--- config.mk ---
export PLATFORM = sky130hd
export DESIGN_NAME = bfpp_ctrl
export DESIGN_NICKNAME = d
export VERILOG_FILES = /design/src/rtl/bfpp_pkg.sv /design/src/rtl/bfpp_ctrl.sv
export SDC_FILE = /design/constraint.sdc
export NUM_CORES = 1
export LEC_CHECK = 0
export ABC_AREA = 1
export BUFFER_PORTS_ARGS = -buffer_cell sky130_fd_sc_hd__buf_2
export CORE_AREA = 2 2 39 41
export DETAILED_ROUTE_END_ITERATION = 12
export DIE_AREA = 0 0 41 43
export GPL_TIMING_DRIVEN = 0
export PLACE_DENSITY = 0.76
export SYNTH_ARGS = -nofsm -noshare
export SYNTH_HDL_FRONTEND = slang
export SYNTH_SLANG_ARGS = --single-unit
--- constraint.sdc ---
create_clock -name clk_i -period 1.5 [get_ports clk_i]
set_input_delay 0.15 -clock clk_i [delete_from_list [all_inputs] [get_ports clk_i]]
set_output_delay 0.15 -clock clk_i [all_outputs]
set_load 0.03 [all_outputs]
--- src/rtl/bfpp_pkg.sv ---
`default_nettype none
package bfpp_pkg;

  localparam int Window     = 64;
  localparam int RingAw     = $clog2(Window);
  localparam int ScanW      = RingAw + 1;
  localparam int FillW      = 20;
  localparam int ErrW       = 21;
  localparam int SumW       = FillW + RingAw;
  localparam int ErrSumW    = 27;
  localparam int TimeW      = 31;
  localparam int QueueW     = 6;
  localparam int BbW        = 15;
  localparam int GainW      = 32;
  localparam int PitchW     = 32;
  localparam int CfgAw      = 3;
  localparam int CfgDw      = 32;
  localparam int MulBW      = ErrSumW + 1;
  localparam int ProdW      = GainW + 1 + MulBW;
  localparam int DivdW      = 54;
  localparam int DivrW      = TimeW;
  localparam int DivCntW    = $clog2(DivdW);
  localparam int AccW       = 64;
  localparam int PitchShift = 18;

  localparam logic [FillW-1:0] FillMax = {FillW{1'b1}};
  localparam logic signed [AccW-1:0] PitchLoQ48 = 64'sd1 <<< 47;
  localparam logic signed [AccW-1:0] PitchHiQ48 = 64'sd1 <<< 49;

  localparam logic [FillW-1:0]  RstFillTarget = 20'd7056;
  localparam logic [BbW-1:0]    RstBufBytes   = 15'd512;
  localparam logic [PitchW-1:0] RstPitch      = 32'h4000_0000;
  localparam logic [GainW-1:0]  RstGainP      = 32'd140737488;
  localparam logic [GainW-1:0]  RstGainI      = 32'd2815;
  localparam logic [GainW-1:0]  RstGainD      = 32'd28147;

  typedef enum logic [CfgAw-1:0] {
    RegFillTarget = 3'd0,
    RegBufBytes   = 3'd1,
    RegDefPitch   = 3'd2,
    RegGainP      = 3'd3,
    RegGainI      = 3'd4,
    RegGainD      = 3'd5
  } bfpp_reg_e;

  typedef struct packed {
    logic capture;
    logic read_head;
    logic update;
    logic scan;
    logic min_upd;
    logic prime;
    logic setup;
    logic mul_p;
    logic mul_i;
    logic mul_d;
    logic div_start;
    logic add_d;
    logic sub;
    logic clamp;
    logic out_load;
  } bfpp_cmd_t;

  typedef struct packed {
    logic playing;
    logic target_nz;
    logic scan_done;
    logic dt_pos;
    logic div_done;
  } bfpp_sts_t;

endpackage
`default_nettype wire

--- src/rtl/bfpp_ctrl.sv ---
`default_nettype none
module bfpp_ctrl (
  input  logic                 clk_i,
  input  logic                 rst_ni,
  input  logic                 in_valid_i,
  output logic                 in_ready_o,
  input  logic                 out_ready_i,
  output logic                 out_valid_o,
  input  bfpp_pkg::bfpp_sts_t  sts_i,
  output bfpp_pkg::bfpp_cmd_t  cmd_o
);

  typedef enum logic [3:0] {
    StIdle, StRead, StUpdate, StScan, StMin, StPrime, StSetup, StMulP,
    StMulI, StMulD, StDivStart, StDivWait, StAddD, StSub, StClamp, StDone
  } state_e;

  state_e state_q;
  logic   out_valid_q;
  logic   load;

  assign load        = (state_q == StDone) && (!out_valid_q || out_ready_i);
  assign in_ready_o  = (state_q == StIdle);
  assign out_valid_o = out_valid_q;

  always_comb begin
    cmd_o           = '0;
    cmd_o.capture   = (state_q == StIdle) && in_valid_i;
    cmd_o.read_head = (state_q == StRead);
    cmd_o.update    = (state_q == StUpdate);
    cmd_o.scan      = (state_q == StScan);
    cmd_o.min_upd   = (state_q == StMin);
    cmd_o.prime     = (state_q == StPrime);
    cmd_o.setup     = (state_q == StSetup);
    cmd_o.mul_p     = (state_q == StMulP);
    cmd_o.mul_i     = (state_q == StMulI);
    cmd_o.mul_d     = (state_q == StMulD);
    cmd_o.div_start = (state_q == StDivStart);
    cmd_o.add_d     = (state_q == StAddD);
    cmd_o.sub       = (state_q == StSub);
    cmd_o.clamp     = (state_q == StClamp);
    cmd_o.out_load  = load;
  end

  always_ff @(posedge clk_i or negedge rst_ni) begin
    if (!rst_ni) begin
      state_q     <= StIdle;
      out_valid_q <= 1'b0;
    end else begin
      if (load) begin
        out_valid_q <= 1'b1;
      end else if (out_ready_i) begin
        out_valid_q <= 1'b0;
      end
      unique case (state_q)
        StIdle:     if (in_valid_i) state_q <= StRead;
        StRead: begin
          if (sts_i.playing)        state_q <= StUpdate;
          else if (sts_i.target_nz) state_q <= StPrime;
          else                      state_q <= StDone;
        end
        StUpdate:   state_q <= StScan;
        StScan:     if (sts_i.scan_done) state_q <= StMin;
        StMin:      state_q <= sts_i.target_nz ? StPrime : StDone;
        StPrime:    state_q <= StSetup;
        StSetup:    state_q <= StMulP;
        StMulP:     state_q <= StMulI;
        StMulI:     state_q <= StMulD;
        StMulD:     state_q <= sts_i.dt_pos ? StDivStart : StAddD;
        StDivStart: state_q <= StDivWait;
        StDivWait:  if (sts_i.div_done) state_q <= StAddD;
        StAddD:     state_q <= StSub;
        StSub:      state_q <= StClamp;
        StClamp:    state_q <= StDone;
        StDone:     if (load) state_q <= StIdle;
        default:    state_q <= StIdle;
      endcase
    end
  end

endmodule
`default_nettype wire

== Yosys cells after proc, flatten, opt, wreduce, memory -nomap -nowiden ==
Index checks and enable logic that the tools add are counted.

* Mux-type cells: 10
* Eq/ne operators: 19
* Reduce and logical (&&, ||, !) cells: 7

{| class="wikitable"
|+ Operators by type and width
! cell !! number
|-
| one-hot mux 4 bit (16 select lines) || 1
|-
| == test 4 bit, second input constant || 8
|-
| two-way mux 4 bit || 6
|-
| == test 4 x 3 -> 1 bit, second input constant || 4
|-
| == test 4 x 2 -> 1 bit, second input constant || 2
|-
| != test 2 bit, second input constant || 4
|-
| == test 4 x 1 -> 1 bit, second input constant || 1
|-
| logical NOT 4 bit || 1
|-
| AND reduction 4 bit || 1
|-
| two-way mux 3 bit || 1
|-
| logical AND 1 bit || 2
|-
| two-way mux 1 bit || 2
|-
| nonzero test 2 bit || 1
|-
| logical NOT 1 bit || 1
|-
| logical OR 1 bit || 1
|}

* Bits of input ports: 9
* Word-level logic and storage cells: 38
* Bits in registers: 5
* Output and inout bits: 17

== Logic depth before layout (Yosys ltp) ==
* Depth after elaboration: 5
* Depth in mapped cells: 7
* Mapped depth without buffers: 7

== Least setup slack after synthesis ==
Ideal clock, no wire load.

* Path type: reg2reg
* From: reg state_q[1]
* To: reg state_q[1]
* Data required time: 1435 ps
* Buffers on the path: 0
* Clock period less this slack: 1428 ps
* Setup slack: 72 ps
* Library setup time: 65 ps
* Arrival: 1363 ps
* Stages on the path, launching flop included: 8
* Cells stage by stage: dfrtp_1 inv_1 nand2_1 nor2_1 nand2_1 nand3_1 nor2_1 nand2_1

{| class="wikitable"
|+ RTL lines
! what !! RTL line !! text
|-
| start: declaration || bfpp_ctrl.sv:18 || <nowiki>state_e state_q;</nowiki>
|-
| start signal: assignment || bfpp_ctrl.sv:47 || <nowiki>state_q <= StIdle;</nowiki>
|-
| start signal: assignment || bfpp_ctrl.sv:56 || <nowiki>StIdle: if (in_valid_i) state_q <= StRead;</nowiki>
|-
| start signal: assignment || bfpp_ctrl.sv:58 || <nowiki>if (sts_i.playing) state_q <= StUpdate;</nowiki>
|}

==> out/qor.yml <==
hold_end: "out_valid_o"
hold_slack_ns: 0.128
ys_warn_count: 0
place_congestion: 0.796
start_kind: "register"
min_from: "out_ready_i"
grt.overflow.total: 0
r2r_setup_slack_ns: 0.28
placementRows: 14
via_count: 627
final_hold_viol_count: 0
fp.coreArea_mm2: 0.00138
synth_top_area_share_pct: 25.3
use_met2_pct: 27.8
ys_top_cells_by_area: "dfrtp_1 25%, nand2_1 16%, nor2_1 16%"
fp.dieH_um: 43
nets: 134
critical_path.top_delay_family: "flip-flops"
seq_area_frac_synth_pct: 25.3
synth-edff-count: 0
path_class: "register to output port"
p_per_area_mw_per_mm2: 2270
synth-seq-cells: 5
drt_iter0_markers: 9
cts_tree: "done"
fin_worst_skew_ns: 0.00505
finalNonFillerCells: 140
syn_to_final_growth_pct: 62.5
diodes: 0
io_pins: 26
dr.pass1.iters: 4
maxSlewHeadroom_pct: 86.0
die_w_um: 41
drive_gt1_share_pct: 46.8
numCtsBuffers: 3
path_buf_inv: 2
ir_drop_uv: 1160
antenna_found_initial: 0
max_stage_delay_ns: 0.46
via_per_inst: 4.48
fmax_mhz: 698
hpwl_mm: 1.08
busiest_layer: "met2"
crit_path_end_kind: "output port"
synthArstFlopShare_pct: 100
htree_num_levels: 1
path_common_cell: "nor2_4"
drt_wl_total_mm: 1.39
clock_latency_ns: 0.24
synth_area_um2: 494
worst_pin_slew_ns: 0.209
holdPathStages: 2
dieArea_mm2: 0.00176
timing.hold.worst.class: "primary input to register"
p_leak_nw: 0.473
status: "complete, no violations"
syn_nets: 97
grt_pass1_wl_mm: 2.13
grt_max_degree: 7
fin_setup_tns_ns: 0
cp_data_required_time_ns: 1.35
start_util_pct: 35.7
grt_pass1_vias: 566
worst-path-max-fanout: 6
finalCritPeriodShare_pct: 95.5
rr_endpoint: "state_q[1]"
pre_cts_ws_ns: 0.144
path_cells: "nor2_4 -> inv_2 -> nor2_4 -> clkbuf_4"
fin_ws_ns: 0.0680
ff2ff_path_depth: 8
slowest_stage: "dfrtp_2"
track_usage_pct: 18.0
cts.path.max_buffers: 2
place_area_um2: 639
netlist_top_cells_count: "21 x nand2_1, 21 x nor2_1, 17 x inv_1"
cts_sinks: 5
cap_violations: 0
synthFlopType: "dfrtp_1"
synth_area_leader_cell: "dfrtp_1"
clkTransAtPathRegs_ns: 0.04
rsz0062_at_grt: "true"
grt_util_met1_pct: 21.5
placed_cells: 129
synth.distinct_cells: 16
critPathArrivalTime_ns: 1.28
final_area_um2: 803
min_period_ns: 1.43
wl_per_cell_um: 9.94
finalPower_mw: 1.83
synth_cells: 88
fin_util_pct: 58.0
setup_viol_count_final: 0
grt.met3_usage_pct: 3.14
cts_root_buffer: "clkbuf_4"
avgSynthCellArea_um2: 5.62
drc: 0
port_buffers: 25
r2r-start: "state_q[0]"
drt.antenna.violating_nets: 0
drv_slew: 0
==> registers in the layout, summed over array words and instances (netlist names) <==
register	flops
state_q	4
out_valid_o	1
==> cells in the final DEF, fill, tap and decap left out, drive strengths merged <==
cell and count:
nor2 23, xor2 1, o21bai 1, buf 30, dlygate4sd3 1, clkbuf 6
nand4 2, nand3b 3, nand2 24, inv 19, o21ai 2, dfrtp 5
nand3 7
==> what timing repair did <==
action | in CTS | in global routing
buffers inserted | 3 | 3
endpoints found under the hold margin | 5 | 0
endpoints found under the setup margin | 8 | 15
hold buffers | 1 | 0
gates resized for setup | 3 | 40
pin swaps | 1 | 4
==> worst register-to-register path: stages, from the launching register on <==
cell	delay, ns
dfrtp_1	0.41
buf_4	0.16
inv_2	0.05
nand2_2	0.09
nor2_2	0.05
nand2_1	0.08
nand3_1	0.08
nor2_1	0.12
nand2_1	0.06
==> area by class of cell <==
| class | count | area [um2] |
|---|---|---|
| clock buffers | 4 | 26.3 |
| fillers | 145 | 581 |
| repair buffers | 32 | 214 |
| inverters | 19 | 71.3 |
| flip-flops and latches | 5 | 129 |
| plain buffers | 1 | 7.51 |
| multi-input cells | 63 | 335 |
| well taps | 16 | 20.0 |
==> report_power, final <==
group	total [mW]	internal, mW	switching, mW
registers	0.336	0.216	0.120
clock network	0.152	0.100	0.0516
logic	1.34	0.495	0.845
total	1.83	0.811	1.02
==> cells by family after synthesis <==
| logic type | share of synthesized area [%] |
|---|---|
| buffers and inverters | 16.0 |
| DFF | 25.3 |
| and+or+nand+nor | 53.4 |
| AOI/OAI and AO/OA | 3.54 |
| xor gates and xnor gates | 1.77 |
==> metal layers <==
layer  vias to the layer above  share of wire [%]
met3                         2                4.4
li1                        337                  -
met4                         0               0.72
met5                         -                  0
met2                        16                 52
met1                       272                 43
==> worst max-delay path by stage <==
stage | from | end | cells after the start
after global routing | state_q[2] | cmd_o[5] | 4
after CTS | state_q[2] | cmd_o[13] | 4
after floorplan | state_q[1] | state_q[1] | 7
final | state_q[2] | cmd_o[13] | 4
after detailed placement | state_q[2] | cmd_o[0] | 6
after global placement | state_q[2] | cmd_o[0] | 6
No activity file was read; power rests on OpenSTA's default activity.
